==> src/design/sorted_timer_event_queue_unit_macros.svh <==
// Assertion macros for the sorted timer event queue top level.
`ifndef SORTED_TIMER_EVENT_QUEUE_UNIT_MACROS_SVH
`define SORTED_TIMER_EVENT_QUEUE_UNIT_MACROS_SVH

// Checks that the consequent holds in the same cycle as the antecedent.
`define STEQ_ASSERT_IMP(lbl, ante, cons) \
   lbl: assert property (@(posedge clock) disable iff (reset) (ante) |-> (cons)) \
      else $error("steq assertion failed");

// Checks that the consequent holds in the cycle after the antecedent.
`define STEQ_ASSERT_NXT(lbl, ante, cons) \
   lbl: assert property (@(posedge clock) disable iff (reset) (ante) |=> (cons)) \
      else $error("steq assertion failed");

`endif

==> src/design/steq_pkg.sv <==
// Types and constants of the sorted timer event queue.
package steq_pkg;

   localparam int unsigned DEADLINE_W = 32;
   localparam int unsigned HANDLE_W   = 8;
   localparam int unsigned RATE_W     = 32;
   localparam int unsigned TICKS_W    = 64;

   localparam logic [RATE_W-1:0]  TICK_RATE_RESET = 32'd19200000;
   localparam logic [TICKS_W-1:0] ARM_DISARMED    = 64'hFFFF_FFFF_FFFF_FFFF;

   // Request modes.
   localparam logic MODE_ADD = 1'b0;
   localparam logic MODE_IRQ = 1'b1;

   // One queue entry as held in a cell.
   typedef struct packed {
      logic [DEADLINE_W-1:0] deadline;
      logic [HANDLE_W-1:0]   handle;
   } steq_entry_type;

   // Command broadcast to every cell of the row.
   typedef struct packed {
      logic                  insert;
      logic                  pop;
      logic [DEADLINE_W-1:0] deadline;
      logic [HANDLE_W-1:0]   handle;
   } steq_cell_ctrl_type;

   // How the compare value of a staged result is formed.
   typedef enum logic [1:0] {
      ARM_NONE,
      ARM_DISARM,
      ARM_SCALE
   } steq_arm_type;

   typedef enum logic {
      STEQ_IDLE,
      STEQ_BUSY
   } steq_state_type;

endpackage

==> src/design/steq_cell.sv <==
// One cell of the sorted entry row: holds an entry and shifts with its neighbours.
module steq_cell import steq_pkg::*; (
   input  logic               clock,
   input  steq_cell_ctrl_type ctrl,
   input  logic               occupied,
   input  logic               left_gt,
   input  steq_entry_type     left_entry,
   input  steq_entry_type     right_entry,
   output steq_entry_type     entry,
   output logic               gt
);

   steq_entry_type entry_ff;
   steq_entry_type entry_in;

   // The cell is past the insertion point when its deadline is strictly later.
   assign gt    = occupied && (entry_ff.deadline > ctrl.deadline);
   assign entry = entry_ff;

   // A pop shifts towards the head; an insert shifts later entries away from it.
   always_comb begin
      entry_in = entry_ff;
      if (ctrl.pop) begin
         entry_in = right_entry;
      end else if (ctrl.insert) begin
         if (left_gt) begin
            entry_in = left_entry;
         end else if (gt || !occupied) begin
            entry_in.deadline = ctrl.deadline;
            entry_in.handle   = ctrl.handle;
         end
      end
   end

   always_ff @(posedge clock) begin
      entry_ff <= entry_in;
   end

endmodule

==> config.mk <==
export PLATFORM = sky130hd
export DESIGN_NAME = steq_cell
export DESIGN_NICKNAME = d
export VERILOG_FILES = /design/src/design/sorted_timer_event_queue_unit_macros.svh /design/src/design/steq_pkg.sv /design/src/design/steq_cell.sv
export SDC_FILE = /design/constraint.sdc
export NUM_CORES = 1
export LEC_CHECK = 0
export ABC_AREA = 1
export BUFFER_PORTS_ARGS = -buffer_cell sky130_fd_sc_hd__clkbuf_2
export CAP_MARGIN = 20
export CORE_MARGIN = 2
export CORE_UTILIZATION = 30
export CTS_CLUSTER_SIZE = 30
export DETAILED_ROUTE_END_ITERATION = 6
export HOLD_SLACK_MARGIN = 0.05
export PLACE_DENSITY_LB_ADDON = 0.12
export SLEW_MARGIN = 30
export SYNTH_ARGS = -nofsm -noshare
export SYNTH_HDL_FRONTEND = slang
export SYNTH_SLANG_ARGS = --single-unit
==> constraint.sdc <==
create_clock -name clock -period 8.1 [get_ports clock]
set_input_delay 2.43 -clock clock [delete_from_list [all_inputs] [get_ports clock]]
set_output_delay 2.43 -clock clock [all_outputs]
set_load 0.02 [all_outputs]
## Word-level counts from Yosys, hierarchy flattened

Index checks and enable logic that the tools add are counted.
W data, S select, Z words.

| cells by class | value |
|---|---|
| reduce and logical (&&, ||, !) cells | 6 |
| $lt $le $gt $ge | 1 |
| mux-type cells | 4 |

Operators with widths:

| operator | count |
|---|---|
| $mux W40 | 4 |
| $gt A32 B32 Y1 | 1 |
| $reduce_bool A3 Y1 | 1 |
| $reduce_and A2 Y1 | 1 |
| $reduce_bool A2 Y1 | 1 |
| $logic_and A1 B1 Y1 | 1 |
| $logic_not A1 Y1 | 1 |
| $logic_or A1 B1 Y1 | 1 |

| word-level totals | value |
|---|---|
| input bits | 125 |
| output and inout bits | 41 |
| logic and storage cells | 13 |
| bits in registers | 40 |

## Depth between registers and ports, before layout

Gate-level depths: netlist of run 1.

| logic depth | value |
|---|---|
| depth after elaboration | 7 |
| mapped depth | 15 |
| gate-level depth less buffers | 15 |

## Worst setup path after synthesis of run 1

Ideal clock, no wire load.

| timing | value |
|---|---|
| path type | input-to-output |
| start point | input ctrl[31] (netlist bit) |
| end point | output gt |
| stages | 10 |
| buffers on the path | 0 |
| arrival time | 3.562 ns |
| slack | 2.108 ns |
| data required time | 5.670 ns |
| path through | inv_1 -> ha_1 -> nand2_1 -> nor2_2 -> nand4_1 -> nor2_2 -> nand2_1 -> nand2_1 -> nand2_2 -> nor2_1 |

| on the way | value |
|---|---|
| word-level cells in the longest chain between the ends | 2 |

RTL lines:

| what | RTL line | source |
|---|---|---|
| from (decl) | steq_cell.sv:4 | `input steq_cell_ctrl_type ctrl,` |
| $gt A32 B32 Y1 | steq_cell.sv:17 | `assign gt = occupied && (entry_ff.deadline > ctrl.deadline);` |
| $logic_and A1 B1 Y1 | steq_cell.sv:17 |  |
| to (decl) | steq_cell.sv:10 | `output logic gt` |

No other way between the ends.

## Final worst setup path of run 1

Ends and elaborated chain as after synthesis.

==> flow_metrics.tcl, run 1 <==
set metrics [dict create \
    max_slew_margin_pct 54.22 \
    hpwlAfterDp_um 5840 \
    io_pins 166 \
    endpoint_kind "primary output" \
    die_x_um 102.7 \
    cts_hold_buf 0 \
    synth-seq-cells 40 \
    drt-initial-drc-count 79 \
    cts_tree "built" \
    crit_family "simple AND/OR/NAND/NOR gates" \
    synth_top_area_cell "edfxtp_1" \
    clock_path_buffers 2 \
    crit_arrival_ns 3.75 \
    crit_required_ns 5.67 \
    worst_path_max_delay_cell "ha_1" \
    rrSetupSlack_ns 5.45 \
    fin_crit_ns 6.176 \
    drive_above_1_share_pct 36.55 \
    power_leakage_nw 2.013 \
    ys_types 20 \
    grt_pass1_wl_um 11580 \
    rows 36 \
    clock-root-buffer "clkbuf_8" \
    cp-startpoint "ctrl[31]" \
    cts_buffers 5 \
    max_freq_ghz 0.1619 \
    drc_errors 0 \
    antenna_found_initial 1 \
    path_buf_inv 3 \
    r2r_end "entry[15]" \
    clock_sinks 40 \
    path_max_fanout 2 \
    cts_resized 0 \
    syn_area_per_cell_sq_um 8.614 \
    max_stage_delay_ns 0.29 \
    ir_worst_vdd_mv 0.05480 \
    grtUsageTotal_pct 14.05 \
    path_class "in -> out" \
    grt_setup_unrepaired "false" \
    path_depth 12 \
    setup_tns_ns 0 \
    grt_overflow_total 0 \
    yosys_warnings 0 \
    largest_register_ffs 40 \
    min_path_type "reg -> reg" \
    grt_pass1_vias 2566 \
    diodes 0 \
    synth_area_leaders "edfxtp_1, ha_1, nand2_1, o21a_1, o211ai_1" \
    setup-violations-final 0 \
    syn_area_sq_um 2920 \
    cpMostUsedCell "nand2_1" \
    die_area_sq_um 10540 \
    layout_commonest_cell "clkbuf_2" \
    drtPass1Iterations 4 \
    crit_path_end "gt" \
    syn-num-nets 496 \
    num_vias 2830 \
    start_kind "primary input" \
    worstMarginPinSlew_ns 0.6867 \
    ff2ff_path_depth 12 \
    layout_common_cells "clkbuf_2, nand2_1, inv_1, edfxtp_1, a21oi_1" \
    clock_latency_ns 0.29 \
    post-route-period-util_pct 76.24 \
    finClkSkew_ns 0.005110 \
    wl_um 7496 \
    wl_per_cell_um 11.88 \
    start_util_pct 30.44 \
    gp_congestion 0.7221 \
    fin_area_sq_um 3971 \
    dieHeight_um 102.7 \
    num-nets-final 654 \
    io_buffers 165 \
    synth_top_area_share_pct 41.13 \
    grt_max_degree 72 \
    finalHoldViolCount 0 \
    yosysSeqAreaShare_pct 41.13 \
    synthCells 339 \
    max_cap_violations 0 \
    reg2reg_from "entry[15]" \
    place_area_sq_um 3860 \
    post_cts_buffers 0 \
    drv_slew 0 \
    core_sq_um 9594 \
    clk_pin_slew_ns 0.08 \
    synthToLayoutAreaGrowth_pct 35.99 \
    ant_nets 0 \
    p_per_area_nw_per_um2 154.3 \
    crit_chain "clkbuf_2 > inv_1 > ha_1 > nand2_1 > nor2_2 > nand4_1 > nor2_2 > nand2_1 > nand2_1 > nand2_2 > nor2_1 > clkbuf_2" \
    via_per_inst 4.485 \
    cts-htree-levels 2 \
    status "finished, final reports clean" \
]
cell families (layout without fill, tap and decap cells):
kind of cell,count (synthesis),after routing,synth area share (%)
AND/OR/NAND/NOR,109,109,14.74
AO/OA/AOI/OAI,98,98,22.07
buffers and inverters,60,219,8.355
flip-flops,40,40,41.13
adder cells (fa/ha/maj),32,32,13.71
per-stage QoR:
stage | util [%] | hold WS [ns] | setup slack, ns | total power, W | instances
2_1_floorplan | - | 1.494 | 2.108 | 0.0003834 | 339
3_3_place_gp | 40.23 | 1.242 | 1.875 | 0.0004544 | 623
3_5_place_dp | 40.23 | 1.234 | 1.875 | 0.0004564 | 623
4_1_cts | 41.39 | 1.255 | 1.862 | 0.0006253 | 631
5_1_grt | 41.39 | 1.356 | 1.698 | 0.0006580 | 631
6_report | 41.39 | 1.220 | 1.924 | 0.0006127 | 631
worst min path at each step:
stage	to	start	depth (start not counted)
5_1_grt	entry[32]	entry[24]	6
6_report	entry[24]	entry[24]	6
4_1_cts	entry[28]	entry[24]	6
2_1_floorplan	entry[0]	entry[9]	6
3_3_place_gp	entry[29]	entry[24]	6
3_5_place_dp	entry[28]	entry[24]	6
tightest hold or removal path: stages, from the launching register on:
cell	delay, ns
edfxtp_1	0.36
ha_1	0.12
nand4_1	0.10
nor2_2	0.11
nand2_1	0.07
nand2_2	0.09
a21oi_4	0.17
power by group:
part	switching [W]	leakage [nW]	internal, W	total, W
combinational	0.000106	1.56	0.0000761	0.000182
sequential	0.0000106	0.399	0.000255	0.000266
clock	0.0000733	0.0558	0.0000913	0.000165
total	0.000190	2.01	0.000423	0.000613
final cells by class:
class	instances	area, sq um
multi-input cells	239	1483
flip-flops and latches	40	1201
clock buffers	5	68.82
repair buffers	168	848.3
fillers	1015	5623
well taps	133	166.4
clock inverters	3	42.54
inverters	43	161.4
metal layers:
metal,share of wire [%],vias to the layer above,global-route usage (%),wire length (um)
li1,-,1483,-,-
met4,1.3,0,3.795,96
met2,47,93,23.88,3554
met5,0,-,0,0
met1,44,1248,17.54,3309
met3,7.2,6,3.932,536
cells in the mapped netlist, drive strengths merged:
master / instances
a21oi: 36
edfxtp: 40
o21ai: 2
inv: 43
nand3: 2
nor3: 1
nand2: 79
buf: 13
nand4: 2
o211ai: 29
a21o: 1
nor2: 25
clkbuf: 4
o21a: 30
ha: 32
(Power assumes the default switching activity.)
==> run 2: changes to the inputs <==
- clock period: 8.1 -> 6.43 ns (I/O delays scaled with it)
==> flow_metrics.tcl, run 2 (synthesized netlist as in run 1, its figures left out) <==
set metrics [dict create \
    power_leakage_nw 2.006 \
    grt_pass1_vias 2560 \
    clock_sinks 40 \
    die_x_um 102.7 \
    cts_buffers 5 \
    drive_above_1_share_pct 36.62 \
    start_util_pct 30.44 \
    via_per_inst 4.456 \
    use_met3_pct 3.864 \
    antenna_found_initial 1 \
    die_area_sq_um 10540 \
    endpoint_kind "primary output" \
    setup-violations-final 0 \
    hpwlAfterDp_um 5935 \
    drv_slew 0 \
    busiest_layer "met2" \
    clock_latency_ns 0.29 \
    path_class "in -> out" \
    max_cap_violations 0 \
    core_sq_um 9594 \
    diodes 0 \
    wl_um 7583 \
    io_pins 166 \
    layout_common_cells "clkbuf_2, nand2_1, inv_1, edfxtp_1, a21oi_1" \
    io_buffers 165 \
    finalHoldViolCount 0 \
    cts-htree-levels 2 \
    cts_hold_buf 0 \
    p_per_area_nw_per_um2 194.0 \
    rows 36 \
    worst_path_max_delay_cell "ha_1" \
    drtPass1Iterations 4 \
    crit_chain "clkbuf_2 > inv_1 > ha_1 > nand2_1 > nor2_1 > nand2_1 > nand2_1 > nand2_1 > nand2_1 > nand2_1 > nand2_1 > nand2_2 > nor2_1 > clkbuf_2" \
    dp.cells 622 \
    hold_ws_ns 1.219 \
    path_max_fanout 2 \
    max_freq_ghz 0.1932 \
    max_stage_delay_ns 0.28 \
    post_cts_buffers 0 \
    start_kind "primary input" \
    cpMostUsedCell "nand2_1" \
    dieHeight_um 102.7 \
    clock-root-buffer "clkbuf_8" \
    drt-initial-drc-count 35 \
    stdcell_count 630 \
    post-route-period-util_pct 80.51 \
    grt_max_degree 71 \
    fin_crit_ns 5.177 \
    seqCellArea_sq_um 1201 \
    gp_congestion 0.7494 \
    grt.met1_usage_pct 17.22 \
    fillers 1008 \
    max_slew_margin_pct 54.91 \
    worstMarginPinSlew_ns 0.6764 \
    crit_required_ns 4.50 \
    clock_path_buffers 2 \
    ant_nets 0 \
    drc_errors 0 \
    layout_commonest_cell "clkbuf_2" \
    grt_use_met2_pct 24.38 \
    multi_input_area_sq_um 1483 \
    finClkSkew_ns 0.007837 \
    clk_pin_slew_ns 0.08 \
    num_vias 2807 \
    cts_tree "built" \
    synthToLayoutAreaGrowth_pct 35.82 \
    grt_overflow_total 0 \
    num-nets-final 653 \
    cts_resized 0 \
    wl_per_cell_um 12.04 \
    status "finished, final reports clean" \
    ir_worst_vdd_mv 0.09044 \
    min_path_type "reg -> reg" \
    crit_arrival_ns 3.25 \
    grt_setup_unrepaired "false" \
    power_w 0.0007697 \
    largest_register_ffs 40 \
    setup_tns_ns 0 \
    grtUsageTotal_pct 14.01 \
    grt_pass1_wl_um 11560 \
]
==> run 2: per-layer routing <==
layer / part of all wire (%) / up-vias
met5: 0 / -
met4: 0.76 / 0
met3: 7.2 / 5
met2: 48 / 89
met1: 44 / 1234
li1: - / 1479
==> run 2: path summary, 6_finish.rpt <==
kind	slack (ns)	startpoint	endpoint	cells past startpoint
worst max-delay path	1.25	ctrl[15]	gt	14
worst min-delay path	1.22	entry[24]	entry[25]	6
worst max register to register	3.77	entry[15]	entry[14]	12
worst min register to register	1.22	entry[24]	entry[25]	6
==> run 2: worst max-delay path, delay by kind of cell <==
kind | cells | cell delay [ns]
simple gates | 10 | 0.74
buf+inv | 3 | 0.29
fa+ha+maj | 1 | 0.28
==> run 2: where the power goes <==
group / switching, W / internal, W / leakage (nW) / total [W]
Sequential: 0.0000133 / 0.000321 / 0.399 / 0.000335
Combinational: 0.000134 / 0.0000953 / 1.55 / 0.000229
Clock: 0.0000910 / 0.000115 / 0.0541 / 0.000206
==> run 2: layout make-up <==
| type | count | share of cell area (%) |
|---|---|---|
| clock buffers | 5 | 1.735 |
| clock inverters | 3 | 1.073 |
| inverters | 43 | 4.132 |
| multi-input cells | 239 | 37.38 |
| flip-flops and latches | 40 | 30.28 |
| well taps | 133 | 4.196 |
| repair buffers | 167 | 21.20 |
==> run 2: through the flow <==
stage | cell area (sq um) | util (%) | worst slack, ns
6_report | 3966 | 41.34 | 1.253
5_1_grt | 3966 | 41.34 | 0.9860
4_1_cts | 3966 | 41.34 | 1.210
3_5_place_dp | 3855 | 40.18 | 1.218
3_3_place_gp | 3852 | 40.15 | 1.208
2_1_floorplan | 2920 | - | 1.440
==> run 3: changes to the inputs <==
- clock period: 6.43 -> 4.9 ns (I/O delays scaled with it)
==> flow_metrics.tcl, run 3 (synthesized netlist as in run 1, its figures left out) <==
set metrics [dict create \
    fillers 1020 \
    finClkSkew_ns 0.008044 \
    num-nets-final 655 \
    grt_overflow_total 0 \
    grt_setup_unrepaired "false" \
    path_class "in -> out" \
    io_buffers 165 \
    drtPass1Iterations 4 \
    fin_area_sq_um 3958 \
    crit_arrival_ns 2.80 \
    die_x_um 102.7 \
    clock_path_buffers 2 \
    max_freq_ghz 0.2343 \
    cts_hold_buf 0 \
    drive_above_1_share_pct 36.87 \
    ir_worst_vdd_mv 0.09130 \
    synthToLayoutAreaGrowth_pct 35.52 \
    post-route-period-util_pct 87.10 \
    grt_pass1_wl_um 11390 \
    max_cap_violations 0 \
    p_per_area_nw_per_um2 242.4 \
    die_area_sq_um 10540 \
    cts_tree "built" \
    antenna_found_initial 0 \
    hpwlAfterDp_um 5978 \
    grtUsageTotal_pct 13.81 \
    drc_errors 0 \
    dieHeight_um 102.7 \
    drt-initial-drc-count 58 \
    power_leakage_nw 2.010 \
    finalHoldViolCount 0 \
    grt_pass1_vias 2556 \
    post_cts_buffers 0 \
    drv_slew 0 \
    crit_required_ns 3.43 \
    largest_register_ffs 40 \
    wl_per_cell_um 11.98 \
    grt_max_degree 65 \
    clock-root-buffer "clkbuf_8" \
    rows 36 \
    min_path_type "reg -> reg" \
    clock_sinks 40 \
    fin_crit_ns 4.268 \
    clk_pin_slew_ns 0.08 \
    endpoint_kind "primary output" \
    gp_congestion 0.7504 \
    diodes 0 \
    place_area_sq_um 3870 \
    status "finished, final reports clean" \
    setup-violations-final 0 \
    power_w 0.0009593 \
    setup_tns_ns 0 \
    via_per_inst 4.468 \
    max_slew_margin_pct 42.61 \
    num_vias 2824 \
    layout_commonest_cell "clkbuf_2" \
    ant_nets 0 \
    start_kind "primary input" \
    io_pins 166 \
    layout_common_cells "clkbuf_2, nand2_1, inv_1, edfxtp_1, a21oi_1" \
    worstMarginPinSlew_ns 0.8609 \
    wl_um 7570 \
    cts-htree-levels 2 \
    start_util_pct 30.44 \
    core_sq_um 9594 \
    path_max_fanout 2 \
    hold_ws_ns 1.328 \
    clock_latency_ns 0.29 \
    cts_resized 0 \
    cts_buffers 5 \
]
-- run 3: cell types whose count changed in the layout (fill, tap and decap cells not counted), sizes merged --
cell      delta
clkinv       +2
buf          +2
bufinv       -1
clkinvlp     -1
-- run 3: routing by layer --
layer,track usage [%],wire length (um),part of all wire (%)
met1,17.17,3319,44
met2,23.78,3640,48
met3,3.729,546,7.2
met4,3.487,63,0.83
met5,0,0,0
-- run 3: final cells by class --
type	instances	area, sq um	share of cell area, %
Clock inverter	3	18.77	0.4742
Sequential cell	40	1201	30.35
Tap cell	133	166.4	4.205
Inverter	43	163.9	4.142
Multi-Input combinational cell	239	1483	37.46
Clock buffer	5	68.82	1.739
Timing Repair Buffer	169	855.8	21.63
-- run 3: stage by stage --
stage	std cells	util (%)	setup slack [ns]
6_report	632	41.25	0.6320
5_1_grt	632	41.25	0.3983
4_1_cts	632	41.25	0.5844
3_5_place_dp	624	40.34	0.5879
3_3_place_gp	624	40.31	0.5982
2_1_floorplan	339	-	0.8280
-- run 3: final timing paths --
check	from	end	slack, ns	cells past startpoint
min reg2reg	entry[24]	entry[16]	1.33	7
max	ctrl[15]	gt	0.63	14
max reg2reg	entry[15]	entry[33]	2.76	12
min	entry[24]	entry[16]	1.33	7
-- run 3: worst max-delay path, stage by stage --
cell and delay (ns):
clkbuf_2 0.08, inv_1 0.04, ha_1 0.29, nand2_1 0.07, nor2_1 0.15, nand2_1 0.07
nand2_1 0.08, nand2_1 0.05, nand2_1 0.05, nand2_1 0.04, nand2_1 0.06, nand2_2 0.07
nor2_1 0.08, clkbuf_2 0.18
-- run 3: report_power, final --
group,internal (W),switching [W]
clock network,0.0000993,0.000118
registers,0.000422,0.0000181
logic,0.000127,0.000176
total,0.000648,0.000312
